==> config.mk <==
export PLATFORM = sky130hd
export DESIGN_NAME = websocket_frame_deframer
export DESIGN_NICKNAME = d
export VERILOG_FILES = /design/src/sv/wsd_pkg.sv /design/src/sv/websocket_frame_deframer.sv /design/src/sv/wsd_in_reg.sv /design/src/sv/wsd_parser.sv /design/src/sv/wsd_out_reg.sv
export SDC_FILE = /design/constraint.sdc
export NUM_CORES = 1
export LEC_CHECK = 0
export ABC_AREA = 0
export BUFFER_PORTS_ARGS = -buffer_cell sky130_fd_sc_hd__buf_2
export CORE_AREA = 2 2 129 118
export DETAILED_ROUTE_END_ITERATION = 16
export DIE_AREA = 0 0 131 120
export GPL_ROUTABILITY_DRIVEN = 1
export PLACE_DENSITY_LB_ADDON = 0.05
export SETUP_SLACK_MARGIN = 0.02
export SLEW_MARGIN = 15
export SYNTH_ARGS = -nofsm -noshare
export SYNTH_HDL_FRONTEND = slang
export SYNTH_HIERARCHICAL = 1
export SYNTH_SLANG_ARGS = --single-unit
export TNS_END_PERCENT = 5
==> constraint.sdc <==
create_clock -name clk -period 18.8 [get_ports clk]
set_clock_uncertainty 0.05 [all_clocks]
set_input_delay 2.82 -clock clk [delete_from_list [all_inputs] [get_ports clk]]
set_output_delay 2.82 -clock clk [all_outputs]
set_load 0.02 [all_outputs]
==> src/sv/wsd_pkg.sv <==
`timescale 1ns / 1ps
`default_nettype none

package wsd_pkg;

  // result kinds
  localparam logic [1:0] KIND_HDR  = 2'd0;
  localparam logic [1:0] KIND_DATA = 2'd1;
  localparam logic [1:0] KIND_ERR  = 2'd2;

  // error codes
  localparam logic [1:0] ERR_NONE  = 2'd0;
  localparam logic [1:0] ERR_WIDE  = 2'd1;
  localparam logic [1:0] ERR_LARGE = 2'd2;

  // header constants
  localparam logic [6:0]  LEN_CODE_16 = 7'd126;
  localparam logic [6:0]  LEN_CODE_64 = 7'd127;
  localparam logic [3:0]  EXT_BYTES_16 = 4'd2;
  localparam logic [3:0]  EXT_BYTES_64 = 4'd8;
  localparam logic [3:0]  EXT_LOW_BYTES = 4'd3;
  localparam logic [3:0]  KEY_BYTES = 4'd4;
  localparam logic [23:0] MAX_PAYLOAD_RST = 24'h100000;

  // one result item
  typedef struct packed {
    logic [1:0]  kind;
    logic [7:0]  op_fin;
    logic [23:0] payload_len;
    logic [7:0]  data_byte;
    logic        last;
    logic [1:0]  error_code;
  } res_t;

endpackage

`default_nettype wire

==> src/sv/websocket_frame_deframer.sv <==
`timescale 1ns / 1ps
`default_nettype none

// channel   direction  handshake             payload
// in_       input      in_valid / in_stall   in_byte[7:0]
// out_      output     out_valid / out_stall kind, op_fin, payload_len, data_byte,
//                                            last, error_code
// cfg_      input      cfg_we                cfg_wdata[23:0] (max_payload)
//
// one byte per cycle while out_stall is low; a result is valid on out_ once its
// byte has passed the input register, then the parser into the result register
// only the byte that completes a header, a payload byte or a length fault
// gives a result; other header, key and extended length bytes give none
// rst_n is synchronous; after reset max_payload is 0x100000 and the parser
// waits for a first header byte
// a stalled result holds the parser, and the input register then stalls in_

module websocket_frame_deframer (
  input  wire logic        clk,
  input  wire logic        rst_n,
  input  wire logic        in_valid,
  output logic             in_stall,
  input  wire logic [7:0]  in_byte,
  output logic             out_valid,
  input  wire logic        out_stall,
  output logic [1:0]       out_kind,
  output logic [7:0]       out_op_fin,
  output logic [23:0]      out_payload_len,
  output logic [7:0]       out_data_byte,
  output logic             out_last,
  output logic [1:0]       out_error_code,
  input  wire logic        cfg_we,
  input  wire logic [23:0] cfg_wdata
);

  import wsd_pkg::*;

  logic [23:0] max_r;
  logic        byte_valid;
  logic [7:0]  byte_q;
  logic        free;
  logic        step;
  logic        res_valid;
  res_t        res;

  // length limit register
  always_ff @(posedge clk) begin
    if (!rst_n) begin
      max_r <= MAX_PAYLOAD_RST;
    end else if (cfg_we) begin
      max_r <= cfg_wdata;
    end
  end

  // parser steps when the result slot can take whatever it produces
  assign step = byte_valid && free;

  wsd_in_reg u_in (
    .clk        (clk),
    .rst_n      (rst_n),
    .in_valid   (in_valid),
    .in_byte    (in_byte),
    .take       (step),
    .in_stall   (in_stall),
    .byte_valid (byte_valid),
    .byte_q     (byte_q)
  );

  wsd_parser u_parse (
    .clk         (clk),
    .rst_n       (rst_n),
    .step        (step),
    .byte_in     (byte_q),
    .max_payload (max_r),
    .res_valid   (res_valid),
    .res         (res)
  );

  wsd_out_reg u_out (
    .clk             (clk),
    .rst_n           (rst_n),
    .load            (res_valid),
    .res             (res),
    .out_stall       (out_stall),
    .free            (free),
    .out_valid       (out_valid),
    .out_kind        (out_kind),
    .out_op_fin      (out_op_fin),
    .out_payload_len (out_payload_len),
    .out_data_byte   (out_data_byte),
    .out_last        (out_last),
    .out_error_code  (out_error_code)
  );

endmodule

`default_nettype wire

==> src/sv/wsd_in_reg.sv <==
`timescale 1ns / 1ps
`default_nettype none

module wsd_in_reg (
  input  wire logic       clk,
  input  wire logic       rst_n,
  input  wire logic       in_valid,
  input  wire logic [7:0] in_byte,
  input  wire logic       take,
  output logic            in_stall,
  output logic            byte_valid,
  output logic [7:0]      byte_q
);

  logic       valid_r, valid_nxt;
  logic [7:0] byte_r;
  logic       accept;

  // hold a request until the parser consumes it
  assign in_stall  = valid_r && !take;
  assign accept    = in_valid && !in_stall;
  assign valid_nxt = accept ? 1'b1 : (take ? 1'b0 : valid_r);

  always_ff @(posedge clk) begin
    if (!rst_n) begin
      valid_r <= 1'b0;
    end else begin
      valid_r <= valid_nxt;
    end
  end

  always_ff @(posedge clk) begin
    if (accept) begin
      byte_r <= in_byte;
    end
  end

  assign byte_valid = valid_r;
  assign byte_q     = byte_r;

endmodule

`default_nettype wire

==> src/sv/wsd_parser.sv <==
`timescale 1ns / 1ps
`default_nettype none

module wsd_parser (
  input  wire logic          clk,
  input  wire logic          rst_n,
  input  wire logic          step,
  input  wire logic [7:0]    byte_in,
  input  wire logic [23:0]   max_payload,
  output logic               res_valid,
  output wsd_pkg::res_t      res
);

  import wsd_pkg::*;

  typedef enum logic [2:0] {
    PH_HDR0 = 3'd0,
    PH_HDR1 = 3'd1,
    PH_EXT  = 3'd2,
    PH_MASK = 3'd3,
    PH_DATA = 3'd4
  } phase_t;

  phase_t      phase_r, phase_nxt;
  logic        err_r, err_nxt;
  logic        mask_on_r, mask_on_nxt;
  logic [3:0]  ext_r, ext_nxt;
  logic [7:0]  frame_op_r, frame_op_nxt;
  logic [23:0] len_r, len_nxt;
  logic [31:0] key_r, key_nxt;
  logic [23:0] idx_r, idx_nxt;

  logic        do_done, do_hdr, do_err;
  logic [1:0]  err_code;
  logic [7:0]  key_byte;
  logic        is_last;

  // one byte of frame parsing
  always_comb begin
    phase_nxt    = phase_r;
    err_nxt      = err_r;
    mask_on_nxt  = mask_on_r;
    ext_nxt      = ext_r;
    frame_op_nxt = frame_op_r;
    len_nxt      = len_r;
    key_nxt      = key_r;
    idx_nxt      = idx_r;
    do_done      = 1'b0;
    do_hdr       = 1'b0;
    do_err       = 1'b0;
    err_code     = ERR_NONE;
    key_byte     = 8'd0;
    is_last      = 1'b0;
    res_valid    = 1'b0;
    res          = '{kind: KIND_HDR, op_fin: frame_op_r, payload_len: 24'd0,
                     data_byte: 8'd0, last: 1'b0, error_code: ERR_NONE};

    if (step && !err_r) begin
      unique case (phase_r)
        PH_HDR0: begin
          frame_op_nxt = byte_in;
          phase_nxt    = PH_HDR1;
        end
        PH_HDR1: begin
          mask_on_nxt = byte_in[7];
          key_nxt     = 32'd0;
          len_nxt     = 24'd0;
          if (byte_in[6:0] == LEN_CODE_64) begin
            ext_nxt   = EXT_BYTES_64;
            phase_nxt = PH_EXT;
          end else if (byte_in[6:0] == LEN_CODE_16) begin
            ext_nxt   = EXT_BYTES_16;
            phase_nxt = PH_EXT;
          end else begin
            len_nxt = {17'd0, byte_in[6:0]};
            do_done = 1'b1;
          end
        end
        PH_EXT: begin
          if (ext_r > EXT_LOW_BYTES && byte_in != 8'd0) begin
            do_err   = 1'b1;
            err_code = ERR_WIDE;
          end else begin
            // upper bytes of a 64-bit length must be zero
            if (ext_r <= EXT_LOW_BYTES) begin
              len_nxt = {len_r[15:0], byte_in};
            end
            ext_nxt = ext_r - 4'd1;
            do_done = (ext_nxt == 4'd0);
          end
        end
        PH_MASK: begin
          key_nxt = {key_r[23:0], byte_in};
          ext_nxt = ext_r - 4'd1;
          do_hdr  = (ext_nxt == 4'd0);
        end
        PH_DATA: begin
          // key byte picked by index modulo 4, first key byte at index 0
          if (mask_on_r) begin
            unique case (idx_r[1:0])
              2'd0: key_byte = key_r[31:24];
              2'd1: key_byte = key_r[23:16];
              2'd2: key_byte = key_r[15:8];
              2'd3: key_byte = key_r[7:0];
              default: key_byte = 8'd0;
            endcase
          end
          is_last   = ({1'b0, idx_r} + 25'd1) >= {1'b0, len_r};
          res_valid = 1'b1;
          res       = '{kind: KIND_DATA, op_fin: frame_op_r, payload_len: len_r,
                        data_byte: byte_in ^ key_byte, last: is_last,
                        error_code: ERR_NONE};
          idx_nxt   = idx_r + 24'd1;
          if (is_last) begin
            phase_nxt = PH_HDR0;
          end
        end
        default: begin
          phase_nxt = PH_HDR0;
        end
      endcase

      // length complete: limit check, then key or header
      if (do_done) begin
        if (len_nxt > max_payload) begin
          do_err   = 1'b1;
          err_code = ERR_LARGE;
        end else if (mask_on_nxt) begin
          phase_nxt = PH_MASK;
          ext_nxt   = KEY_BYTES;
        end else begin
          do_hdr = 1'b1;
        end
      end

      // header result
      if (do_hdr) begin
        idx_nxt   = 24'd0;
        phase_nxt = (len_nxt == 24'd0) ? PH_HDR0 : PH_DATA;
        res_valid = 1'b1;
        res       = '{kind: KIND_HDR, op_fin: frame_op_r, payload_len: len_nxt,
                      data_byte: 8'd0, last: (len_nxt == 24'd0),
                      error_code: ERR_NONE};
      end

      // error result, then latch
      if (do_err) begin
        err_nxt   = 1'b1;
        phase_nxt = PH_HDR0;
        res_valid = 1'b1;
        res       = '{kind: KIND_ERR, op_fin: frame_op_r, payload_len: 24'd0,
                      data_byte: 8'd0, last: 1'b1, error_code: err_code};
      end
    end
  end

  // control state
  always_ff @(posedge clk) begin
    if (!rst_n) begin
      phase_r   <= PH_HDR0;
      err_r     <= 1'b0;
      mask_on_r <= 1'b0;
      ext_r     <= 4'd0;
    end else begin
      phase_r   <= phase_nxt;
      err_r     <= err_nxt;
      mask_on_r <= mask_on_nxt;
      ext_r     <= ext_nxt;
    end
  end

  // frame fields
  always_ff @(posedge clk) begin
    frame_op_r <= frame_op_nxt;
    len_r      <= len_nxt;
    key_r      <= key_nxt;
    idx_r      <= idx_nxt;
  end

endmodule

`default_nettype wire

==> src/sv/wsd_out_reg.sv <==
`timescale 1ns / 1ps
`default_nettype none

module wsd_out_reg (
  input  wire logic          clk,
  input  wire logic          rst_n,
  input  wire logic          load,
  input  wire wsd_pkg::res_t res,
  input  wire logic          out_stall,
  output logic               free,
  output logic               out_valid,
  output logic [1:0]         out_kind,
  output logic [7:0]         out_op_fin,
  output logic [23:0]        out_payload_len,
  output logic [7:0]         out_data_byte,
  output logic               out_last,
  output logic [1:0]         out_error_code
);

  import wsd_pkg::*;

  logic valid_r, valid_nxt;
  res_t res_r;

  // slot is free when empty or being drained this cycle
  assign free      = !valid_r || !out_stall;
  assign valid_nxt = load ? 1'b1 : (free ? 1'b0 : valid_r);

  always_ff @(posedge clk) begin
    if (!rst_n) begin
      valid_r <= 1'b0;
    end else begin
      valid_r <= valid_nxt;
    end
  end

  always_ff @(posedge clk) begin
    if (load) begin
      res_r <= res;
    end
  end

  assign out_valid       = valid_r;
  assign out_kind        = res_r.kind;
  assign out_op_fin      = res_r.op_fin;
  assign out_payload_len = res_r.payload_len;
  assign out_data_byte   = res_r.data_byte;
  assign out_last        = res_r.last;
  assign out_error_code  = res_r.error_code;

endmodule

`default_nettype wire
==> results.md, run 1 <==
* Worst R2R Start: u_parse/phase_r[1]
* Synth top area share at between 40% and 50%
* Via/cell ratio at roughly 6
* Final setup fails at 0
* Vias in the first global route at approximately 6,200
* Wire length on met2 at 9190 um
* CTS root buffer: clkbuf_16
* Status: completed
* Drt pass-1 iters at 5
* Post-synth EDFFs at about 140
* Mean Syn Cell Area at between 10 and 15 um2
* Synth Flop Type: edfxtp_1
* Ant. Diodes at 0
* Worst R2R Setup Slack at 13.26 ns
* Required time of the critical path at approximately 16 ns
* Area growth from synthesis to final layout at 12.0%
* Final Non-Filler Cells at approximately 1,100
* Post-place setup slack at approximately 12 ns
* Net count, final at ~970
* Cell count after placement at about 1,100
* Pin slew with the least headroom to its limit at about 1.1 ns
* Area contributors post-synth: edfxtp_1 (46%), dfxtp_1 (7.6%), ha_1 (7.4%), and2_1 (4.0%), a22o_1 (3.1%)
* CTS buffer count at 17
* Yosys warning total at 6
* CTS resizes at 0
* DR vias at 6,544
* Die Span Y at 120 um
* PwrDens at approximately 90 mW/mm2
* Total congestion overflow at 0
* RR Endpoint: u_out/out_payload_len[14]
* I/O pin count at 84
* Hold-fix buffers, CTS at 0
* Largest net degree at the start of global routing at 37
* Crit path time final at about 6.3 ns
* WP data arrival at about 3.5 ns
* Maxcap violations at 0
* Most common cell in the netlist: edfxtp_1
* Initial antenna violation count at 0
* Class of the worst hold path: reg -> reg
* Metal1 wirelength at a little over 9000 um
* Final hold violations at 0
* RSZ-0062 raised after global routing: no
* Post-synth top cells: edfxtp_1 (141), nand2_1 (66), and2_1 (58)
* First-pass GRT wire length at ~32,000 um
* Yosys top cell by area: edfxtp_1
* Leak at 0.00387 uW
* Post-CTS setup buffer count at 0
* All-layer global routing usage at 26.6%
* CP startpoint: out_stall
* R2R depth at 14
* Maximum fanout along the worst path at 3
* Post-DP HPWL at 14,600 um
* Crit share post-route at 33.6%
* Total negative slack at 0 ns
* Post-route DRC at 0
* Setup Crit Path Kind: in -> out
* Slew HR at between 20 and 30%
* Die ar. at ~0.016 mm2
* Hold Slack at 0.369 ns
* Layout cell share with drive strength beyond 1 at around 16%
* Fraction of registers with async set/reset at 0%
* VDD IR max at roughly 0.072 mV
* Hold path depth at 0
* CTS tree: yes
* Mapped Cells at between 700 and 800
* Clk buf depth at 2
* WL final at around 20,000 um
* Top layer in use: met4
* CTS sink count at between 150 and 200
* CP Capture Point: in_stall
* Die X at 131 um
* Metal3 WL at 1400 um
* Core area at 0.0145 mm2
* Final critical-path setup slack at about 12 ns
* Synth Register Bits at between 150 and 200
* Final Power at between 900 and 1000 uW
* Skew-Pair Late Insertion Delay at ~0.43 ns
* Initial DRC Count at about 650
* Max Slew Vio Count at 0
* Antenna Violating Nets Remaining at 0
* CTS clock-pin slew for the worst setup and hold paths at 0.06 ns
* Crit end category: primary output
* Drt wl/cell at approximately 19 um
* Sequential-to-total area share from yosys stat at ~54%
* FP Rows at 42
* I/O Buffers at 83
* Max Clock Freq at approximately 0.16 GHz
* Mapped Area at 0.00917 mm2
* CTS H-tree depth at 4
* Post-synthesis cell type count at 65
* CP Launch Type: primary input
* Gpl congestion at between 0.8 and 0.9
* Initial Utilization at 63.4%
* Net Count, Synth at 890
layout make-up:
class                      count  area, um2
clock buffer                  20        457
clock inverter                12        134
fill                        1028       4190
inverter                      59        229
multi-input combinational    532       3800
sequential                   176       4930
tap                          198        248
timing repair buffer          89        460
cell usage in the layout, fill, tap and decap left out, types with 31 or more instances in the layout:
cell type  count
a22o_1        32
and2_1        58
inv_1         57
nor2_1        38
dfxtp_1       35
ha_1          54
a21oi_1       31
buf_2         83
nand2_1       66
edfxtp_1     141
flip-flops by register name (all words and copies together) (netlist names), 2 cells and up:
register	flops
max_r	24
u_out/out_op_fin	8
u_out/out_data_byte	8
u_parse/len_r	24
u_parse/phase_r	3
u_parse/key_r	32
u_out/out_error_code	2
u_parse/ext_r	4
u_out/out_payload_len	24
u_in/byte_q	8
u_parse/idx_r	24
u_parse/frame_op_r	8
u_out/out_kind	2
cells by family (layout without fill, tap and decap cells):
kind of cell               after synthesis  count (layout)  share of synthesized area, %
and+or+nand+nor                        270             270                          16.0
muxes                                   25              25                          2.73
xor gates and xnor gates                30              30                          2.87
DFF                                    176             176                          53.8
AOI/OAI and AO/OA                      153             153                          12.2
buffers and inverters                   91             180                          5.05
adders and majority gates               54              54                          7.37
how the worst min path moves through the flow:
stage,endpoint,slack (ns),startpoint
CTS,u_out/out_op_fin[4],0.37,u_parse/frame_op_r[4]
global route,u_out/out_op_fin[4],0.38,u_parse/frame_op_r[4]
global placement,u_out/out_op_fin[3],0.35,u_parse/frame_op_r[3]
floorplan,u_out/out_op_fin[0],0.35,u_parse/frame_op_r[0]
finish,u_out/out_op_fin[0],0.37,u_parse/frame_op_r[0]
detailed placement,u_out/out_op_fin[4],0.35,u_parse/frame_op_r[4]
worst max-delay path, stage by stage:
cell     delay (ns)
buf_2          0.09
nand2_1        0.05
and2_1         0.18
nor2b_4        0.14
buf_2          0.17
layer usage:
layer	vias to the layer above	global-route usage (%)
li1	3071	-
met1	3135	38.8
met2	291	39.6
met3	47	4.06
met4	0	12.0
met5	-	0
through the flow:
step | utilization [%] | instance area, um2
after global routing | 71.0 | 10300
after CTS | 71.0 | 10300
final | 71.0 | 10300
after floorplan | - | 9170
after detailed placement | 66.9 | 9670
after global placement | 66.9 | 9670
power by group:
group          total [uW]  leakage [uW]  switching [uW]  internal (uW)
clock                 351      0.000287             147            203
sequential            459       0.00155            15.5            443
combinational         118       0.00204            75.2           42.9
(Power assumes the default switching activity.)
==> run 2: changes to the inputs <==
- CORE_AREA: 2 2 129 118 -> 2 2 141 129
- DIE_AREA: 0 0 131 120 -> 0 0 143 131
- clock period: 18.8 -> 5.1 ns (I/O delays scaled with it)
==> run 2 against run 1 <==
Utilization fell by 11 points. Hold slack barely moved. Non-clock buffer count rose by 11. Sequential power rose to 3.7 times the previous value. Register-to-register slack got worse by 13 ns. First-iteration DRC count fell by 26%. Clock power rose to 3.7 times the previous value. Critical path depth rose by 9. Sequential share of layout area fell by 0.56 points. Total power rose to 3.7 times the previous value. Critical endpoint is now u_out/out_payload_len[0]. Largest cell class unchanged. Largest power group unchanged.
==> results.md, run 2 (synthesis gave the netlist of run 1 again) <==
* Most common library cell in the layout ignoring fill and taps: edfxtp_1
* Worst R2R Start: u_parse/phase_r[1]
* Core Util, Final at 60.0%
* CTS H-tree depth at 4
* Worst R2R Setup Slack at 0.33 ns
* Largest net degree at the start of global routing at 35
* Final hold violations at 0
* Post-CTS setup buffer count at 0
* Core area at between 0.015 and 0.02 mm2
* Layout cell share with drive strength beyond 1 at approximately 17%
* WP data arrival at 4.81 ns
* CTS sink count at around 180
* Crit share post-route at between 90% and 100%
* I/O Buffers at 83
* Ant. Diodes at 0
* Clk buf depth at 2
* Hold Slack at 0.370 ns
* WL final at 21,300 um
* Hold path depth at 0
* Maxcap violations at 0
* Hold-fix buffers, CTS at 0
* Status: completed
* Vias in the first global route at approximately 6,200
* Slowest cell on crit path: or4_4
* RSZ-0062 raised after global routing: no
* CTS buffer count at 17
* Slew HR at 45.6%
* CTS clock-pin slew for the worst setup and hold paths at about 0.07 ns
* Most flops, register: u_parse/key_r
* Max Slew Vio Count at 0
* CP Launch Type: flip-flop
* Die Span Y at about 130 um
* VDD IR max at around 0.24 mV
* PwrDens at about 330 mW/mm2
* FP Rows at 46
* CTS root buffer: clkbuf_16
* Initial DRC Count at 478
* All-layer global routing usage at a little under a quarter
* Min-Delay Startpoint: u_parse/frame_op_r[0]
* Final Power at about 3400 uW
* Initial Utilization at 52.9%
* Crit end category: flip-flop
* Required time of the critical path at 5.14 ns
* Total congestion overflow at 0
* Maximum fanout along the worst path at 33
* Via/cell ratio at around 5.7
* Die ar. at 0.0187 mm2
* Antenna Violating Nets Remaining at 0
* Gpl congestion at 0.860
* Hold worst-path end: u_out/out_op_fin[0]
* DR vias at 6,499
* Total negative slack at 0 ns
* Final setup fails at 0
* CTS tree: yes
* Worst path most repeated cell: buf_4
* Leak at just under 0.004 uW
* Worst path top cell family by delay: simple AND/OR/NAND/NOR gates
* Net count, final at between 900 and 1,000
* Max reg flops at 32
* Final Non-Filler Cells at around 1,100
* RR Endpoint: u_out/out_payload_len[0]
* Class of the worst hold path: reg -> reg
* I/O pin count at 84
* Slowest Stage Delay on Critical Path at ~0.57 ns
* Worst-path cell chain: or3b_4 > nor3_4 > buf_4 > o31ai_1 > ha_1 > nand2_2 > nor4_4 > nand2_1 > or4_4 > o21a_1 > o21ai_0 > a21oi_1 > a21oi_4 > buf_4
* Max Clock Freq at ~0.21 GHz
* CTS resizes at 0
* Area growth from synthesis to final layout at 13.3%
* Bufs and invs on worst path at 2
* Post-DP HPWL at roughly 15,000 um
* Most frequent cells in the layout: edfxtp_1 (141), buf_2 (83), nand2_1 (66), and2_1 (58), inv_1 (57)
* Pin slew with the least headroom to its limit at slightly above 0.8 ns
* R2R depth at 14
* Initial antenna violation count at 0
* Crit path time final at between 4 and 5 ns
* Skew-Pair Late Insertion Delay at around 0.44 ns
* Drt wl/cell at about 19 um
* Setup Crit Path Kind: reg -> reg
* Post-route DRC at 0
* Die X at 143 um
* CP startpoint: u_parse/phase_r[1]
* First-pass GRT wire length at 33,100 um
* Drt pass-1 iters at 5
* Cell count after placement at 1,107
run 2: cell count changes in the layout (fill, tap and decap cells not counted), sizes merged:
cell	delta
buf	+11
bufinv	-1
clkbuf	-2
clkinv	-3
clkinvlp	+3
inv	+3
run 2: final cells by class:
cell class / instances / area, um2
Clock buffer: 18 / 429
Clock inverter: 14 / 153
Fill cell: 1431 / 6940
Inverter: 59 / 229
Multi-Input combinational cell: 532 / 3800
Sequential cell: 176 / 4930
Tap cell: 240 / 300
Timing Repair Buffer: 100 / 543
run 2: routing by layer:
layer | track usage (%) | part of all wire (%) | up-vias
li1 | - | - | 3083
met1 | 33.5 | 48 | 3155
met2 | 35.0 | 44 | 236
met3 | 5.10 | 6.6 | 25
met4 | 6.87 | 1.5 | 0
met5 | 0 | 0 | -
run 2: report_power, final:
group	internal [uW]	total (uW)	leakage [uW]	switching (uW)
logic	164	444	0.00209	280
clock network	690	1290	0.000269	596
registers	1630	1690	0.00155	54.5
total	2490	3420	0.00391	930
run 2: how the worst max path moves through the flow:
stage / endpoint / slack (ns) / depth (start not counted)
floorplan: u_parse/idx_r[0] / 0.05 / 15
global placement: u_out/out_op_fin[5] / 0.58 / 16
detailed placement: u_out/out_op_fin[1] / 0.41 / 14
CTS: u_out/out_error_code[0] / 0.37 / 14
global route: u_out/out_payload_len[5] / 0.07 / 14
finish: u_out/out_payload_len[0] / 0.33 / 14
run 2: metrics by stage:
| stage | setup slack [ns] | cell area (um2) |
|---|---|---|
| global route | 0.0710 | 10400 |
| global placement | 0.584 | 9810 |
| finish | 0.326 | 10400 |
| floorplan | 0.0476 | 9180 |
| CTS | 0.373 | 10400 |
| detailed placement | 0.407 | 9810 |
==> run 3: changes to the inputs <==
- CORE_AREA: 2 2 141 129 -> 2 2 134 136
- DIE_AREA: 0 0 143 131 -> 0 0 136 138
==> run 3 against run 2 <==
Hold slack about the same. Non-clock buffer count shrank 5. Via count shrank 0.45%. Sequential power about the same. Sequential share of layout area rose by 0.17 points. Fmax grew 2.6%. Combinational power is 2% lower. Worst setup slack gained 0.12 ns. Routed wire length grew 3.0%. Clock power about the same. Critical endpoint is now u_out/out_payload_len[4].
==> results.md, run 3 (synthesis gave the netlist of run 1 again) <==
* CP Launch Type: flip-flop
* Most frequent cells in the layout: edfxtp_1 (141), buf_2 (83), nand2_1 (66), and2_1 (58), inv_1 (57)
* Slew HR at a little under a third
* Skew-Pair Late Insertion Delay at roughly 0.44 ns
* Drt wl/cell at about 20 um
* Die Span Y at approximately 140 um
* Core area at 0.0175 mm2
* Final setup fails at 0
* Maximum fanout along the worst path at 22
* Ant. Diodes at 0
* Setup Crit Path Kind: reg -> reg
* Vias in the first global route at around 6,500
* Status: completed
* Core Util, Final at about three fifths
* CTS resizes at 0
* WP data arrival at 4.71 ns
* RSZ-0062 raised after global routing: no
* DR vias at 6,470
* Largest net degree at the start of global routing at 35
* Total congestion overflow at 0
* Die X at around 140 um
* Pin slew with the least headroom to its limit at approximately 1.0 ns
* Leak at between 0.003 and 0.004 uW
* I/O Buffers at a little over 80
* Most common library cell in the layout ignoring fill and taps: edfxtp_1
* Antenna Violating Nets Remaining at 0
* Final critical-path setup slack at 0.448 ns
* CTS clock-pin slew for the worst setup and hold paths at roughly 0.070 ns
* CTS H-tree depth at 4
* Max reg flops at 32
* Drt pass-1 iters at 6
* Metal3 WL at between 1000 and 1500 um
* CTS root buffer: clkbuf_16
* Clk buf depth at 2
* Post-place setup slack at between 0.5 and 0.6 ns
* Wire length on met2 at 10,800 um
* First-pass GRT wire length at 34,900 um
* WL final at 21,900 um
* Initial antenna violation count at 0
* Hold path depth at 0
* Max Clock Freq at approximately 0.21 GHz
* CTS sink count at 176
* Final hold violations at 0
* Post-DP HPWL at roughly 15,000 um
* CTS tree: yes
* Maxcap violations at 0
* Class of the worst hold path: reg -> reg
* Most flops, register: u_parse/key_r
* FP Rows at between 40 and 50
* Initial Utilization at a little over half
* Gpl congestion at 0.880
* R2R depth at 15
* Top layer in use: met4
* PwrDens at approximately 330 mW/mm2
* Net count, final at 972
* Metal1 wirelength at between 9000 and 10,000 um
* Initial DRC Count at 607
* Max Slew Vio Count at 0
* Total negative slack at 0 ns
* Post-route DRC at 0
* VDD IR max at between 0.2 and 0.3 mV
* Final Non-Filler Cells at approximately 1,100
* Crit path time final at about 4.7 ns
* I/O pin count at 84
* Hold Slack at ~0.37 ns
* Crit share post-route at 91.2%
* Required time of the critical path at approximately 5.2 ns
* All-layer global routing usage at between 20% and 30%
* Cell count after placement at approximately 1,100
* CTS buffer count at 17
* Post-CTS setup buffer count at 0
* Hold-fix buffers, CTS at 0
* Die ar. at 0.0188 mm2
* Crit end category: flip-flop
* Via/cell ratio at 5.76
* Area growth from synthesis to final layout at 12.9%
* Layout cell share with drive strength beyond 1 at around 17%
==> run 3: where the power goes <==
| group | internal (uW) | switching (uW) |
|---|---|---|
| clock | 657 | 633 |
| sequential | 1630 | 58.9 |
| combinational | 161 | 275 |
| total | 2450 | 968 |
==> run 3: through the flow <==
step           instance area, um2  power (uW)
6_report                    10400        3420
5_1_grt                     10400        3550
4_1_cts                     10400        3440
3_5_place_dp                 9760        2150
3_3_place_gp                 9760        2140
2_1_floorplan                9180        2010
==> run 3: worst max-delay path: stages, from the launching register on <==
cell and delay [ns]:
dfxtp_1 0.57, or3b_4 0.46, nor3_4 0.12, buf_4 0.28, buf_4 0.26, o31ai_1 0.13
ha_1 0.29, nand2_1 0.07, nor4_4 0.26, nand2_1 0.10, or4_4 0.57, o21a_1 0.19
o21ai_0 0.25, a21oi_1 0.14, a21oi_4 0.21, buf_4 0.35
==> run 3: path summary, 6_finish.rpt <==
check                              from                        to  slack, ns
setup / recovery     u_parse/phase_r[1]  u_out/out_payload_len[4]       0.45
hold reg to reg   u_parse/frame_op_r[1]       u_out/out_op_fin[1]       0.37
setup reg to reg     u_parse/phase_r[1]  u_out/out_payload_len[4]       0.45
hold / removal    u_parse/frame_op_r[1]       u_out/out_op_fin[1]       0.37
==> run 3: per-layer routing <==
layer | vias up | GRT usage [%]
li1 | 3087 | -
met1 | 3123 | 31.9
met2 | 224 | 40.5
met3 | 36 | 4.14
met4 | 0 | 8.39
met5 | - | 0
==> run 3: layout make-up <==
| cell class | count | area, um2 |
|---|---|---|
| Tap cell | 229 | 287 |
| Clock inverter | 15 | 165 |
| Multi-Input combinational cell | 532 | 3800 |
| Fill cell | 1520 | 7180 |
| Timing Repair Buffer | 95 | 505 |
| Clock buffer | 17 | 425 |
| Sequential cell | 176 | 4930 |
| Inverter | 59 | 229 |
